--- src/rtl/rlpg_pkg.sv ---
// Shared widths and codes for the raster line point generator.
package rlpg_pkg;

	localparam int COORD_BITS = 10;
	localparam int ERR_BITS   = COORD_BITS + 1;
	localparam int COLOR_BITS = 16;

	localparam logic CMD_START = 1'b0;
	localparam logic CMD_STEP  = 1'b1;

	localparam logic [1:0] DIR_NONE  = 2'd0;
	localparam logic [1:0] DIR_PLUS  = 2'd1;
	localparam logic [1:0] DIR_MINUS = 2'd3;

endpackage

--- src/rtl/rlpg_cmd_if.sv ---
// Command channel: start and step commands with line endpoints and color.
interface rlpg_cmd_if;
	logic                           valid;
	logic                           ready;
	logic                           command;
	logic [rlpg_pkg::COORD_BITS-1:0] x_start;
	logic [rlpg_pkg::COORD_BITS-1:0] y_start;
	logic [rlpg_pkg::COORD_BITS-1:0] x_end;
	logic [rlpg_pkg::COORD_BITS-1:0] y_end;
	logic [rlpg_pkg::COLOR_BITS-1:0] color;

	modport source (output valid, command, x_start, y_start, x_end, y_end, color,
		input ready);
	modport sink (input valid, command, x_start, y_start, x_end, y_end, color,
		output ready);
endinterface

--- src/rtl/rlpg_pt_if.sv ---
// Point channel: one pixel position and color per transfer.
interface rlpg_pt_if;
	logic                           valid;
	logic                           ready;
	logic [rlpg_pkg::COORD_BITS-1:0] point_x;
	logic [rlpg_pkg::COORD_BITS-1:0] point_y;
	logic [rlpg_pkg::COLOR_BITS-1:0] pixel_color;
	logic                           last_point;

	modport source (output valid, point_x, point_y, pixel_color, last_point,
		input ready);
	modport sink (input valid, point_x, point_y, pixel_color, last_point,
		output ready);
endinterface

--- src/rtl/raster_line_point_generator_top.sv ---
// Raster line point generator: Bresenham stepping, one pixel per step command.
//
// Channels: cmd (sink) takes commands, pt (source) delivers pixels. Both use
// valid/ready; a transfer happens on a clock edge with both high.
// A start command loads endpoints and color and delivers nothing. Each step
// command then delivers one pixel; a line gives its major distance plus two
// pixels (the first repeats), the final one with last_point set. A step with
// no line in progress delivers nothing.
// Output: a pixel is registered and appears on pt in the cycle after its step command transfers.
// Throughput: one command per cycle unless the receiver stalls, set by the error
// update on the registered error terms and the one-entry output register.
// When the receiver stalls, the pending pixel holds in the output register and
// cmd.ready drops until it is taken; cmd.ready stays high in a cycle in which
// the pending pixel transfers, so commands keep flowing back to back.
// Reset (arst_n low) clears all line state and empties the output register;
// the block is idle afterwards.
module raster_line_point_generator_top (
	input  logic         clk,
	input  logic         arst_n,
	rlpg_cmd_if.sink     cmd,
	rlpg_pt_if.source    pt
);

	localparam int CB = rlpg_pkg::COORD_BITS;
	localparam int EB = rlpg_pkg::ERR_BITS;

	logic [CB-1:0] cur_col_q, cur_row_q;
	logic [EB-1:0] col_error_q, row_error_q;
	logic [CB-1:0] abs_dcol_q, abs_drow_q, major_dist_q;
	logic [1:0]    col_dir_q, row_dir_q;
	logic [EB-1:0] points_left_q;
	logic [rlpg_pkg::COLOR_BITS-1:0] line_color_q;
	logic          busy_q;

	logic          pt_valid_q;
	logic [CB-1:0] pt_x_q, pt_y_q;
	logic [rlpg_pkg::COLOR_BITS-1:0] pt_color_q;
	logic          pt_last_q;

	logic          accept, do_start, do_step;
	logic [CB-1:0] dcol, drow, dmajor;
	logic [1:0]    cdir, rdir;
	logic [EB-1:0] col_sum, row_sum;
	logic          col_adv, row_adv;
	logic [EB-1:0] points_next;

	function automatic logic [CB-1:0] axis_move(input logic [CB-1:0] pos,
		input logic [1:0] dir);
		logic [CB-1:0] res;
		case (dir)
			rlpg_pkg::DIR_PLUS:  res = pos + CB'(1);
			rlpg_pkg::DIR_MINUS: res = pos - CB'(1);
			default:             res = pos;
		endcase
		return res;
	endfunction

	assign cmd.ready = !pt_valid_q || pt.ready;
	assign accept    = cmd.valid && cmd.ready;
	assign do_start  = accept && (cmd.command == rlpg_pkg::CMD_START);
	assign do_step   = accept && (cmd.command == rlpg_pkg::CMD_STEP) && busy_q;

	// deltas and directions of a new line
	always_comb begin
		if (cmd.x_end > cmd.x_start) begin
			dcol = cmd.x_end - cmd.x_start;
			cdir = rlpg_pkg::DIR_PLUS;
		end else if (cmd.x_end < cmd.x_start) begin
			dcol = cmd.x_start - cmd.x_end;
			cdir = rlpg_pkg::DIR_MINUS;
		end else begin
			dcol = '0;
			cdir = rlpg_pkg::DIR_NONE;
		end
		if (cmd.y_end > cmd.y_start) begin
			drow = cmd.y_end - cmd.y_start;
			rdir = rlpg_pkg::DIR_PLUS;
		end else if (cmd.y_end < cmd.y_start) begin
			drow = cmd.y_start - cmd.y_end;
			rdir = rlpg_pkg::DIR_MINUS;
		end else begin
			drow = '0;
			rdir = rlpg_pkg::DIR_NONE;
		end
		dmajor = (dcol > drow) ? dcol : drow;
	end

	// error update of one step
	assign col_sum     = col_error_q + EB'(abs_dcol_q);
	assign row_sum     = row_error_q + EB'(abs_drow_q);
	assign col_adv     = col_sum > EB'(major_dist_q);
	assign row_adv     = row_sum > EB'(major_dist_q);
	assign points_next = points_left_q - EB'(1);

	always_ff @(posedge clk or negedge arst_n) begin
		if (!arst_n) begin
			cur_col_q     <= '0;
			cur_row_q     <= '0;
			col_error_q   <= '0;
			row_error_q   <= '0;
			abs_dcol_q    <= '0;
			abs_drow_q    <= '0;
			major_dist_q  <= '0;
			col_dir_q     <= rlpg_pkg::DIR_NONE;
			row_dir_q     <= rlpg_pkg::DIR_NONE;
			points_left_q <= '0;
			line_color_q  <= '0;
			busy_q        <= 1'b0;
		end else if (do_start) begin
			cur_col_q     <= cmd.x_start;
			cur_row_q     <= cmd.y_start;
			col_error_q   <= '0;
			row_error_q   <= '0;
			abs_dcol_q    <= dcol;
			abs_drow_q    <= drow;
			major_dist_q  <= dmajor;
			col_dir_q     <= cdir;
			row_dir_q     <= rdir;
			points_left_q <= EB'(dmajor) + EB'(2);
			line_color_q  <= cmd.color;
			busy_q        <= 1'b1;
		end else if (do_step) begin
			col_error_q   <= col_adv ? col_sum - EB'(major_dist_q) : col_sum;
			row_error_q   <= row_adv ? row_sum - EB'(major_dist_q) : row_sum;
			if (col_adv) begin
				cur_col_q <= axis_move(cur_col_q, col_dir_q);
			end
			if (row_adv) begin
				cur_row_q <= axis_move(cur_row_q, row_dir_q);
			end
			points_left_q <= points_next;
			if (points_next == '0) begin
				busy_q <= 1'b0;
			end
		end
	end

	always_ff @(posedge clk or negedge arst_n) begin
		if (!arst_n) begin
			pt_valid_q <= 1'b0;
		end else if (do_step) begin
			pt_valid_q <= 1'b1;
		end else if (pt.ready) begin
			pt_valid_q <= 1'b0;
		end
	end

	always_ff @(posedge clk) begin
		if (do_step) begin
			pt_x_q     <= cur_col_q;
			pt_y_q     <= cur_row_q;
			pt_color_q <= line_color_q;
			pt_last_q  <= (points_left_q == EB'(1));
		end
	end

	assign pt.valid       = pt_valid_q;
	assign pt.point_x     = pt_x_q;
	assign pt.point_y     = pt_y_q;
	assign pt.pixel_color = pt_color_q;
	assign pt.last_point  = pt_last_q;

endmodule

--- src/flat_wrapper.sv ---
// flat-port wrapper written by rule: the top's interface ports become plain ports
module raster_line_point_generator_top_flat 
  (clk, arst_n, cmd_valid, cmd_command, cmd_x_start, cmd_y_start, cmd_x_end, cmd_y_end, cmd_color, cmd_ready, pt_valid, pt_point_x, pt_point_y, pt_pixel_color, pt_last_point, pt_ready);
  rlpg_cmd_if cmd_i ();
  rlpg_pt_if pt_i ();
  input  logic clk;
  input  logic arst_n;
  input wire logic [$bits(cmd_i.valid)-1:0] cmd_valid;
  input wire logic [$bits(cmd_i.command)-1:0] cmd_command;
  input wire logic [$bits(cmd_i.x_start)-1:0] cmd_x_start;
  input wire logic [$bits(cmd_i.y_start)-1:0] cmd_y_start;
  input wire logic [$bits(cmd_i.x_end)-1:0] cmd_x_end;
  input wire logic [$bits(cmd_i.y_end)-1:0] cmd_y_end;
  input wire logic [$bits(cmd_i.color)-1:0] cmd_color;
  output wire logic [$bits(cmd_i.ready)-1:0] cmd_ready;
  output wire logic [$bits(pt_i.valid)-1:0] pt_valid;
  output wire logic [$bits(pt_i.point_x)-1:0] pt_point_x;
  output wire logic [$bits(pt_i.point_y)-1:0] pt_point_y;
  output wire logic [$bits(pt_i.pixel_color)-1:0] pt_pixel_color;
  output wire logic [$bits(pt_i.last_point)-1:0] pt_last_point;
  input wire logic [$bits(pt_i.ready)-1:0] pt_ready;
  assign cmd_i.valid = cmd_valid;
  assign cmd_i.command = cmd_command;
  assign cmd_i.x_start = cmd_x_start;
  assign cmd_i.y_start = cmd_y_start;
  assign cmd_i.x_end = cmd_x_end;
  assign cmd_i.y_end = cmd_y_end;
  assign cmd_i.color = cmd_color;
  assign cmd_ready = cmd_i.ready;
  assign pt_valid = pt_i.valid;
  assign pt_point_x = pt_i.point_x;
  assign pt_point_y = pt_i.point_y;
  assign pt_pixel_color = pt_i.pixel_color;
  assign pt_last_point = pt_i.last_point;
  assign pt_i.ready = pt_ready;
  raster_line_point_generator_top u_core (.clk(clk), .arst_n(arst_n), .cmd(cmd_i), .pt(pt_i));
endmodule
--- config.mk ---
export PLATFORM = sky130hd
export DESIGN_NAME = raster_line_point_generator_top_flat
export DESIGN_NICKNAME = d
export VERILOG_FILES = /design/src/rtl/rlpg_pkg.sv /design/src/rtl/rlpg_cmd_if.sv /design/src/rtl/rlpg_pt_if.sv /design/src/rtl/raster_line_point_generator_top.sv /design/src/flat_wrapper.sv
export SDC_FILE = /design/constraint.sdc
export NUM_CORES = 1
export LEC_CHECK = 0
export BUFFER_PORTS_ARGS = -buffer_cell sky130_fd_sc_hd__buf_4
export CAP_MARGIN = 20
export CORE_UTILIZATION = 55
export CTS_BUF_LIST = sky130_fd_sc_hd__clkbuf_4 sky130_fd_sc_hd__clkbuf_8
export DETAILED_ROUTE_END_ITERATION = 10
export HOLD_SLACK_MARGIN = 0.1
export PLACE_DENSITY_LB_ADDON = 0.12
export SETUP_SLACK_MARGIN = 0.5
export SLEW_MARGIN = 20
export SYNTH_ARGS = -nofsm -noshare
export SYNTH_HDL_FRONTEND = slang
export SYNTH_SLANG_ARGS = --single-unit
export TNS_END_PERCENT = 1
--- constraint.sdc ---
create_clock -name clk -period 4.6 [get_ports clk]
set_input_delay 0.92 -clock clk [delete_from_list [all_inputs] [get_ports clk]]
set_output_delay 0.92 -clock clk [all_outputs]
set_load 0.005 [all_outputs]
==> summary.md, run 1 <==
| Metric | Value |
|---|---|
| GPL Wtd Cong | 0.876 |
| List of most frequent post-synthesis cells | 187 x nand2_1, 105 x dfrtp_1, 105 x ha_1 |
| Count leader, synth | nand2_1 |
| FP Rows | 50 |
| Hold Vio Cnt, Final | 0 |
| First-pass GRT wire length | 45.1 mm |
| GR Overflow Total | 0 |
| CTS Buffer Depth | 2 |
| Post-synthesis compound-gate area fraction | 0.195 |
| DP Wirelength | 20.5 mm |
| Synth unique cells | 78 |
| CTS Sinks | 142 |
| Post-synth EDFFs | 37 |
| CTS tree | done |
| Worst-Margin Slew | 792 ps |
| Ys async rst share | 0.739 |
| Hold_buf cts | 0 |
| Setup Skew | 17.1 ps |
| Worst vdd ir | 0.000283 V |
| Max cap viols | 0 |
| Diodes inserted | 0 |
| Clock root buffer | clkbuf_8 |
| Number of I/O pins | 100 |
| Power per cell area | 615 nW/µm² |
| Final setup margin | 367 ps |
| Die area | 20,000 µm² |
| DRC | 0 |
| Vias in the first global route | 9,271 |
| Synth Instances | 1,210 |
| Mapped Area | 10,700 µm² |
| Metal-1 WL | 12.5 mm |
| Setup crit start kind | input port |
| Top FF cell, synth | dfrtp_1 |
| Core box area | 18,900 µm² |
| Yosys reg bits | 142 |
| Largest net degree at the start of global routing | 76 |
| Area grow syn2layout | 23.6% |
| Top sig layer | met4 |
| Synth Net Count | 1,386 |
| Max Freq | 236 MHz |
| Post-synthesis mux area share | 0.0211 |
| Seq pwr share | 0.240 |
| R2r startpoint | u_core.abs_dcol_q[0] |
| Relative slew slack | 0.472 |
| Worst setup slack after placement | -373 ps |
| CP Capture Type | flop |
| Ys Warns | 0 |
| Via Count | 9,499 |
| Met3 WL | 1.11 mm |
| Sequential share of the synthesized area | 0.350 |
| Total track usage | 0.284 |
| Met2 WL | 13.4 mm |
| Largest family of logic cells by synthesized area | compound AO/OA/AOI/OAI gates |
| Hold Startpoint | u_core.line_color_q[12] |
| Clk pin slew, worst setup/hold paths | 90 ps |
| Post-synthesis adder-cell area fraction | 0.142 |
| Crit path launch | cmd_y_end[0] |
| CP peak stage delay | 380 ps |
| Part of the power in combinational logic | 0.631 |
| DR pass1 iterations | 5 |
| Syn avg cell area | 8.83 µm² |
| Setup TNS Final | 0 ps |
| Unrepaired setup endpoints after global routing | yes |
| Crit path buf inv count | 5 |
| Slowest CP cell | fa_2 |
| Minimum clock period | 4230 ps |
| Switching Fraction | 0.446 |
| # nets final | 1,582 |
| Ordered list of cells on the worst path | buf_4 > inv_1 > ha_1 > fa_2 > nor2b_4 > o2111ai_2 > a31o_2 > nand2_2 > buf_4 > buf_4 > nand3_1 > a31o_2 > ha_1 > a21o_1 > a21oi_2 > o211ai_1 > a31oi_4 > buf_6 > o21ai_0 > o31a_1 > mux2_2 |
| XOR/XNOR share of the synthesized area | 0.0574 |
| Post-Synth Simple-Gate Area | 0.180 |
| Reg2reg setup slack | 430 ps |
| Synth area leaders | dfrtp_1 25%, ha_1 12%, edfxtp_1 10% |
| Slew Limit Fails | 0 |
| CP required | 4940 ps |
| CTS Buf Count | 17 |
| WL per Instance | 16.3 µm |
| DRT iter0 DRCs | 448 |
| Filler cells | 1,583 |
| Leakage Power | 6.33 nW |
| Htree depth | 4 |
| Total Wirelength | 27.4 mm |
| Crit-path max FO | 5 |
| Net Sw Power | 3.62 mW |
| Crit path DAT | 4580 ps |
| Die Wd | 141 µm |
| Setup CP Type | in2reg |
| Routed vias/inst | 5.66 |
| Synth area leader | dfrtp_1 |
| Finish-stage setup viols | 0 |
| Clk network pwr share | 0.129 |
| Clock latency on the worst-skew pair | 470 ps |
| DRT antenna net count | 0 |
| Final Cycle Share | 0.920 |
| Initial antenna violation count | 0 |
| CP most frequent cell | buf_4 |
| Top delay family on crit path | compound AO/OA/AOI/OAI gates |
| Layout cells sized above 1 | 0.236 |
| Yosys top cell area share | 0.246 |
| P_int | 4.50 mW |
| Initial Util | 0.566 |
| Run status | finished, final reports clean |
| IO buf count | 99 |
| Die Ht | 141 µm |
| HP Class | reg2reg |
-- layout by cell type, fill, tap and decap left out, drive strengths merged, types with 15 or more instances in the layout --
master    n
nand2   187
edfxtp   37
inv      99
xnor2    38
xor2     32
nor2     60
dfrtp   105
nand3    22
nand4    15
a21oi    79
mux2i    18
a21o     33
clkbuf   17
buf     226
nor3     34
o21ai    83
ha      105
-- stage by stage --
step,instances,hold WS [ps],utilization,power (mW),area (µm²)
after floorplan,1210,425,-,5.51,10800
after global placement,1624,428,0.657,6.61,12400
after detailed placement,1624,430,0.657,6.74,12400
after CTS,1675,454,0.693,8.03,13100
after global routing,1679,458,0.699,8.83,13200
final,1679,452,0.699,8.13,13200
-- sequential cells by signal, summed over array words and instances, names as in the netlist --
register and count:
u_core.col_error_q 11, u_core.pt.point_y 10, u_core.points_left_q 11, u_core.pt.last_point 1
u_core.abs_drow_q 10, u_core.row_dir_q 2, u_core.line_color_q 16, u_core.pt.point_x 10
u_core.major_dist_q 10, u_core.cur_row_q 10, u_core.pt.pixel_color 16, u_core.cur_col_q 10
u_core.busy_q 1, u_core.row_error_q 11, u_core.abs_dcol_q 10, u_core.pt.valid 1
u_core.col_dir_q 2
-- metal layers --
metal / vias up / track usage
li1: 4696 / -
met1: 4578 / 0.373
met2: 195 / 0.487
met3: 30 / 0.0489
met4: 0 / 0.0747
met5: - / 0
-- final timing paths --
| kind | cells after the start | endpoint |
|---|---|---|
| worst max-delay path | 21 | u_core.major_dist_q[1] |
| worst min-delay path | 0 | u_core.pt.pixel_color[12] |
| worst max register to register | 17 | u_core.cur_col_q[9] |
| worst min register to register | 0 | u_core.pt.pixel_color[12] |
| max in group asynchronous | 2 | u_core.points_left_q[1] |
| min in group asynchronous | 1 | u_core.col_error_q[7] |
-- area by class of cell --
cell class	count	area [µm²]	area share
well taps	260	325	0.0246
inverters	90	350	0.0265
clock buffers	17	234	0.0177
clock inverters	15	174	0.0132
flip-flops and latches	142	3740	0.283
repair buffers	226	1750	0.133
multi-input cells	929	6640	0.502
-- power groups by stage --
stage          clock network, mW  logic (mW)  registers, mW
2_1_floorplan                  0        3.63           1.88
4_1_cts                     1.06        5.02           1.94
3_3_place_gp                   0        4.65           1.96
6_report                    1.05        5.13           1.95
5_1_grt                     1.12        5.72           1.99
3_5_place_dp                   0        4.77           1.97
-- kinds of logic after synthesis --
kind of cell / after synthesis
AOI/OAI and AO/OA: 319
muxes: 22
adders and majority gates: 115
and+or+nand+nor: 402
DFF: 142
buffers and inverters: 140
xor gates and xnor gates: 70
-- what timing repair did --
item                                    in CTS  in global routing
pin swaps                                   26                 11
cloned                                       1                  0
endpoints found under the setup margin      61                 61
gates resized for setup                     34                 14
buffers inserted                            18                  3
Power figures use the tool's default switching activity.
==> run 2: changes to the inputs <==
--- a/config.mk
+++ b/config.mk
@@ -7,7 +7,7 @@
 export LEC_CHECK = 0
 export BUFFER_PORTS_ARGS = -buffer_cell sky130_fd_sc_hd__buf_4
 export CAP_MARGIN = 20
-export CORE_UTILIZATION = 55
+export CORE_UTILIZATION = 62
 export CTS_BUF_LIST = sky130_fd_sc_hd__clkbuf_4 sky130_fd_sc_hd__clkbuf_8
 export DETAILED_ROUTE_END_ITERATION = 10
 export HOLD_SLACK_MARGIN = 0.1
==> run 2 against run 1 <==
  * Critical path depth unchanged
  * Largest power group unchanged
  * Clock-buffer cell count up 1
  * Die area decreased by 11%
  * Clock skew down 1.6 ps
  * Critical endpoint is now u_core.points_left_q[5]
  * Global-route usage is 4.2 points higher
  * Critical path type unchanged
  * Via count increased by 3.2%
==> summary.md, run 2 (same netlist as run 1, synthesis figures left out) <==
| Metric | Value |
|---|---|
| Setup TNS Final | 0 ps |
| Max Freq | 235 MHz |
| Crit-path max FO | 7 |
| Hold Vio Cnt, Final | 0 |
| Clk pin slew, worst setup/hold paths | 80 ps |
| Die Wd | 133 µm |
| CTS Buf Count | 17 |
| Via Count | 9,800 |
| Die area | 17,800 µm² |
| Setup Skew | 15.5 ps |
| Most frequent cells in the layout | 216 x buf_4, 184 x nand2_1, 105 x dfrtp_1 |
| Power per cell area | 613 nW/µm² |
| Finish-stage setup viols | 0 |
| Diodes inserted | 0 |
| WHS Path Cells | 0 |
| Run status | finished, final reports clean |
| Setup CP Type | in2reg |
| Setup crit start kind | input port |
| GR Overflow Total | 0 |
| P_int | 4.46 mW |
| Clock root buffer | clkbuf_8 |
| DRC | 0 |
| Vias in the first global route | 9,894 |
| FP Rows | 47 |
| Htree depth | 4 |
| WL per Instance | 16.9 µm |
| CP Capture Type | flop |
| Net Sw Power | 3.62 mW |
| Met3 Usage GRT | 0.0616 |
| Reg2reg path depth | 17 |
| Worst vdd ir | 0.000741 V |
| Reg2reg setup slack | 470 ps |
| IO buf count | 99 |
| Layout cells sized above 1 | 0.240 |
| First-pass GRT wire length | 46.5 mm |
| Clock latency on the worst-skew pair | 460 ps |
| Total track usage | 0.326 |
| Met1 GRT Util | 0.418 |
| R2r startpoint | u_core.abs_dcol_q[0] |
| Number of I/O pins | 100 |
| DP Wirelength | 20.3 mm |
| Initial Util | 0.640 |
| Commonest non-fill, non-tap cell in the layout | buf_4 |
| Max cap viols | 0 |
| DRT antenna net count | 0 |
| Minimum clock period | 4250 ps |
| Unrepaired setup endpoints after global routing | yes |
| Most Crowded Layer GR | met2 |
| Worst-Margin Slew | 1050 ps |
| GPL Wtd Cong | 0.884 |
| Routed vias/inst | 5.95 |
| Min-Delay Endpoint | u_core.pt.pixel_color[2] |
| Largest net degree at the start of global routing | 61 |
| Hold WS | 450 ps |
| Leakage Power | 6.34 nW |
| Clk network pwr share | 0.110 |
| DR pass1 iterations | 5 |
| Final Cycle Share | 0.925 |
| Slew Limit Fails | 0 |
| CTS Sinks | 142 |
| CTS Buffer Depth | 2 |
| Final setup margin | 346 ps |
| Initial antenna violation count | 0 |
| CP required | 4900 ps |
| Die Ht | 133 µm |
| Hold Startpoint | u_core.line_color_q[2] |
| Core box area | 16,700 µm² |
| Crit path DAT | 4550 ps |
| Seq pwr share | 0.242 |
| CTS tree | done |
| # nets final | 1,589 |
| R2R Path End | u_core.cur_col_q[1] |
| Part of the power in combinational logic | 0.648 |
| Met2 Track Usage GR | 0.553 |
| Switching Fraction | 0.448 |
| HP Class | reg2reg |
| Worst setup slack after placement | -425 ps |
| DRT iter0 DRCs | 688 |
| Relative slew slack | 0.298 |
| Total Wirelength | 27.8 mm |
| Area grow syn2layout | 23.3% |
| Total Power | 8.08 mW |
[run 2: how the worst max path moves through the flow]
| stage | slack, ps | cells past startpoint | startpoint | end |
|---|---|---|---|---|
| 2_1_floorplan | -160 | 21 | cmd_x_end[0] | u_core.major_dist_q[6] |
| 3_3_place_gp | -250 | 20 | cmd_x_end[0] | u_core.points_left_q[8] |
| 3_5_place_dp | -430 | 19 | cmd_x_end[0] | u_core.points_left_q[0] |
| 4_1_cts | 440 | 21 | cmd_x_end[0] | u_core.points_left_q[5] |
| 5_1_grt | 170 | 22 | cmd_y_start[0] | u_core.major_dist_q[1] |
| 6_report | 350 | 21 | cmd_x_end[7] | u_core.points_left_q[5] |
[run 2: area by class of cell]
type | count | area (µm²)
multi-input cells | 929 | 6650
flip-flops and latches | 142 | 3740
fillers | 1197 | 3520
repair buffers | 233 | 1840
inverters | 90 | 350
well taps | 220 | 275
clock buffers | 18 | 241
clock inverters | 14 | 93.8
[run 2: repair_timing]
| item | in CTS | in global routing |
|---|---|---|
| setup buffers | 23 | 1 |
| pin swaps | 39 | 4 |
| gates resized for setup | 50 | 8 |
| endpoints found under the setup margin | 61 | 61 |
| gates cloned | 2 | 0 |
| hold buffers | 0 | 0 |
[run 2: power groups by stage]
stage | clock network [mW] | registers (mW) | logic, mW
after CTS | 0.896 | 1.94 | 5.12
after floorplan | 0 | 1.88 | 3.63
after global placement | 0 | 1.95 | 4.59
final | 0.892 | 1.96 | 5.23
after global routing | 0.948 | 1.99 | 5.82
after detailed placement | 0 | 1.97 | 4.75
[run 2: metal layers]
layer	up-vias	wire, µm
li1	4700	-
met1	4715	11800
met2	320	13600
met3	65	1670
met4	0	631
met5	-	0
[run 2: per-stage QoR]
stage                     cells   util  area [µm²]
final                      1646  0.789       13200
after global routing       1646  0.789       13200
after CTS                  1645  0.787       13100
after detailed placement   1588  0.742       12400
after global placement     1588  0.742       12400
after floorplan            1210      -       10800
[run 2: worst max-delay path, cell delays in order]
cell	delay [ps]
buf_4	90
inv_1	30
ha_1	310
a21oi_1	70
o21ai_0	380
o21bai_2	230
buf_6	140
buf_4	120
a21oi_1	60
or3_4	420
ha_4	290
buf_4	100
a21oi_2	40
o21ai_2	80
nand3_1	90
o211ai_1	280
a31oi_4	90
nor2_4	320
buf_12	160
mux2i_1	180
o221ai_1	140
==> run 3: changes to the inputs <==
--- a/config.mk
+++ b/config.mk
@@ -5,6 +5,7 @@
 export SDC_FILE = /design/constraint.sdc
 export NUM_CORES = 1
 export LEC_CHECK = 0
+export ABC_AREA = 1
 export BUFFER_PORTS_ARGS = -buffer_cell sky130_fd_sc_hd__buf_4
 export CAP_MARGIN = 20
 export CORE_UTILIZATION = 62
==> run 3 against run 2 <==
  * Register-to-register slack better by 250 ps
  * Synthesized cell count up 11%
  * Via count fell by 4.5%
  * Cell count grew 3.3%
  * Largest cell class unchanged
  * First-iteration DRC count is 37% lower
  * Utilization down 3.1 points
  * Setup slack better by 240 ps
  * Total power fell by 1.3%
  * Largest power group unchanged
  * Critical path depth decreased by 2
  * Die area is 1.3% lower
  * Clock power is 9.2% higher
==> summary.md, run 3 <==
| Metric | Value |
|---|---|
| DP Wirelength | 19.9 mm |
| Worst-Margin Slew | 906 ps |
| FP Rows | 47 |
| Synth unique cells | 54 |
| Metal-1 WL | 11.7 mm |
| Final Non-Filler Cells | 1,701 |
| Initial antenna violation count | 0 |
| Relative slew slack | 0.396 |
| Fin area | 12,600 µm² |
| Worst vdd ir | 0.000819 V |
| Synth Instances | 1,339 |
| Max cap viols | 0 |
| Area grow syn2layout | 19.1% |
| Finish-stage setup viols | 0 |
| Synth area leaders | dfrtp_1 25%, ha_1 12%, nand2_1 12% |
| Top FF cell, synth | dfrtp_1 |
| Max Freq | 249 MHz |
| Diodes inserted | 0 |
| Part of the power in combinational logic | 0.635 |
| Total Power | 7.98 mW |
| Leakage Power | 6.41 nW |
| Placed Instances | 1,656 |
| CTS Buf Count | 17 |
| Slew Limit Fails | 0 |
| Largest net degree at the start of global routing | 69 |
| Syn avg cell area | 7.88 µm² |
| Setup Skew | 12.9 ps |
| Net Sw Power | 3.75 mW |
| Via Count | 9,358 |
| CP peak stage delay | 400 ps |
| GPL Wtd Cong | 0.951 |
| CP Capture Type | flop |
| Die area | 17,500 µm² |
| Setup CP Type | in2reg |
| Filler cells | 1,269 |
| Total track usage | 0.311 |
| Post-synth EDFFs | 37 |
| Commonest non-fill, non-tap cell in the layout | nand2_1 |
| Mapped Area | 10,600 µm² |
| Synth Net Count | 1,515 |
| Most frequent cells in the layout | 332 x nand2_1, 178 x inv_1, 144 x buf_4 |
| Yosys top cell area share | 0.249 |
| Crit path DAT | 4320 ps |
| Routed vias/inst | 5.50 |
| Reg2reg setup slack | 720 ps |
| Hold WS | 450 ps |
| Ys async rst share | 0.739 |
| Final setup margin | 585 ps |
| Ys Warns | 0 |
| Initial Util | 0.636 |
| IO buf count | 99 |
| Synth area leader | dfrtp_1 |
| Crit-path max FO | 9 |
| HP Class | reg2reg |
| Run status | finished, final reports clean |
| Met2 WL | 12.7 mm |
| Die Ht | 132 µm |
| DR pass1 iterations | 5 |
| Htree depth | 4 |
| WL per Instance | 15.7 µm |
| Vias in the first global route | 8,941 |
| Hold_buf cts | 0 |
| Top sig layer | met4 |
| List of most frequent post-synthesis cells | 347 x nand2_1, 189 x inv_1, 105 x dfrtp_1, 105 x ha_1, 92 x a21oi_1 |
| First-pass GRT wire length | 43.1 mm |
| CP required | 4910 ps |
| P_int | 4.22 mW |
| Worst setup slack after placement | -29.1 ps |
| CTS Buffer Depth | 2 |
| Unrepaired setup endpoints after global routing | yes |
| Power per cell area | 634 nW/µm² |
| Setup crit start kind | input port |
| DRT antenna net count | 0 |
| Switching Fraction | 0.470 |
| CTS Sinks | 142 |
| Seq pwr share | 0.243 |
| DRT iter0 DRCs | 434 |
| Minimum clock period | 4020 ps |
| Core box area | 16,600 µm² |
| Total Wirelength | 26.6 mm |
| Die Wd | 132 µm |
| Clk pin slew, worst setup/hold paths | 80 ps |
| # nets final | 1,644 |
| Number of I/O pins | 100 |
| Clk network pwr share | 0.122 |
| Clock latency on the worst-skew pair | 460 ps |
| DRC | 0 |
| Layout cells sized above 1 | 0.205 |
| GR Overflow Total | 0 |
| CTS tree | done |
| Final Cycle Share | 0.873 |
| CP most frequent cell | buf_4 |
| Hold Vio Cnt, Final | 0 |
| Met3 WL | 1.47 mm |
| Cell Area, Placed | 11,700 µm² |
| Slowest CP cell | ha_1 |
| Yosys reg bits | 142 |
| Clock root buffer | clkbuf_8 |
| Ordered list of cells on the worst path | buf_4 > ha_1 > a21oi_1 > inv_1 > a221oi_1 > o21ai_1 > or2_4 > nand3_1 > nand2_1 > ha_4 > nand2_2 > nor2_2 > buf_4 > nand4_4 > buf_4 > nand3_1 > nand2_4 > o21ai_0 > o221ai_1 |
| Sequential share of the synthesized area | 0.354 |
| Count leader, synth | nand2_1 |
## run 3: changes by cell type after synthesis, sizes merged, moves of 14 or more
cell | before | now
nand2 | 187 | 372
inv | 90 | 191
nand3 | 22 | 61
a21o | 33 | 4
nor3 | 34 | 8
clkbuf | 41 | 20
mux2i | 18 | 0
xnor2 | 38 | 21
a21oi | 79 | 94
nor2b | 14 | 0
or3 | 14 | 0
## run 3: final timing paths
check	from	endpoint	cells past startpoint
worst min-delay path	u_core.line_color_q[9]	u_core.pt.pixel_color[9]	0
min in group asynchronous	arst_n	u_core.line_color_q[0]	1
worst max-delay path	cmd_x_start[6]	u_core.points_left_q[2]	19
max in group asynchronous	arst_n	u_core.line_color_q[11]	2
worst min register to register	u_core.line_color_q[9]	u_core.pt.pixel_color[9]	0
worst max register to register	u_core.abs_dcol_q[0]	u_core.cur_col_q[4]	24
## run 3: final cells by class
cell class / count / area (µm²) / area share
multi-input combinational: 966 / 6310 / 0.502
sequential: 142 / 3740 / 0.297
timing repair buffer: 148 / 1130 / 0.0899
inverter: 192 / 729 / 0.0580
tap: 220 / 275 / 0.0219
clock buffer: 19 / 255 / 0.0203
clock inverter: 13 / 124 / 0.00985
timing repair inverter: 1 / 7.51 / 0.000597
## run 3: repair_timing
item / in CTS / in global routing
resized for setup: 5 / 92
setup buffers: 0 / 12
pin swaps: 0 / 37
endpoints found under the setup margin: 20 / 58
gates cloned: 1 / 0
## run 3: cell families after synthesis
logic type,after synthesis,share of synthesized area
AO/OA/AOI/OAI,254,0.139
adder cells (fa/ha/maj),115,0.143
flip-flops,142,0.354
buffers and inverters,231,0.0879
AND/OR/NAND/NOR,532,0.221
XOR/XNOR,65,0.0539
## run 3: power by group through the flow
stage	sequential (mW)	combinational, mW	clock [mW]
floorplan	1.88	3.58	0
global placement	1.94	4.51	0
detailed placement	1.95	4.63	0
CTS	1.93	4.68	0.987
global route	1.97	5.69	1.03
finish	1.94	5.06	0.974
## run 3: per-layer routing
metal  up-vias  track usage
li1       4644            -
met1      4382        0.410
met2       273        0.512
met3        59       0.0586
met4         0        0.114
met5         -            0
## run 3: per-stage QoR
stage / util / setup TNS (ps)
detailed placement: 0.707 / -116
floorplan: - / 0
global placement: 0.707 / 0
CTS: 0.731 / 0
global route: 0.758 / 0
finish: 0.758 / 0
## run 3: critical path: cells and delay by family
| family | cells | cell delay [ps] |
|---|---|---|
| AOI/OAI and AO/OA | 5 | 1120 |
| and+or+nand+nor | 8 | 990 |
| adders and majority gates | 2 | 720 |
| buffers and inverters | 4 | 550 |
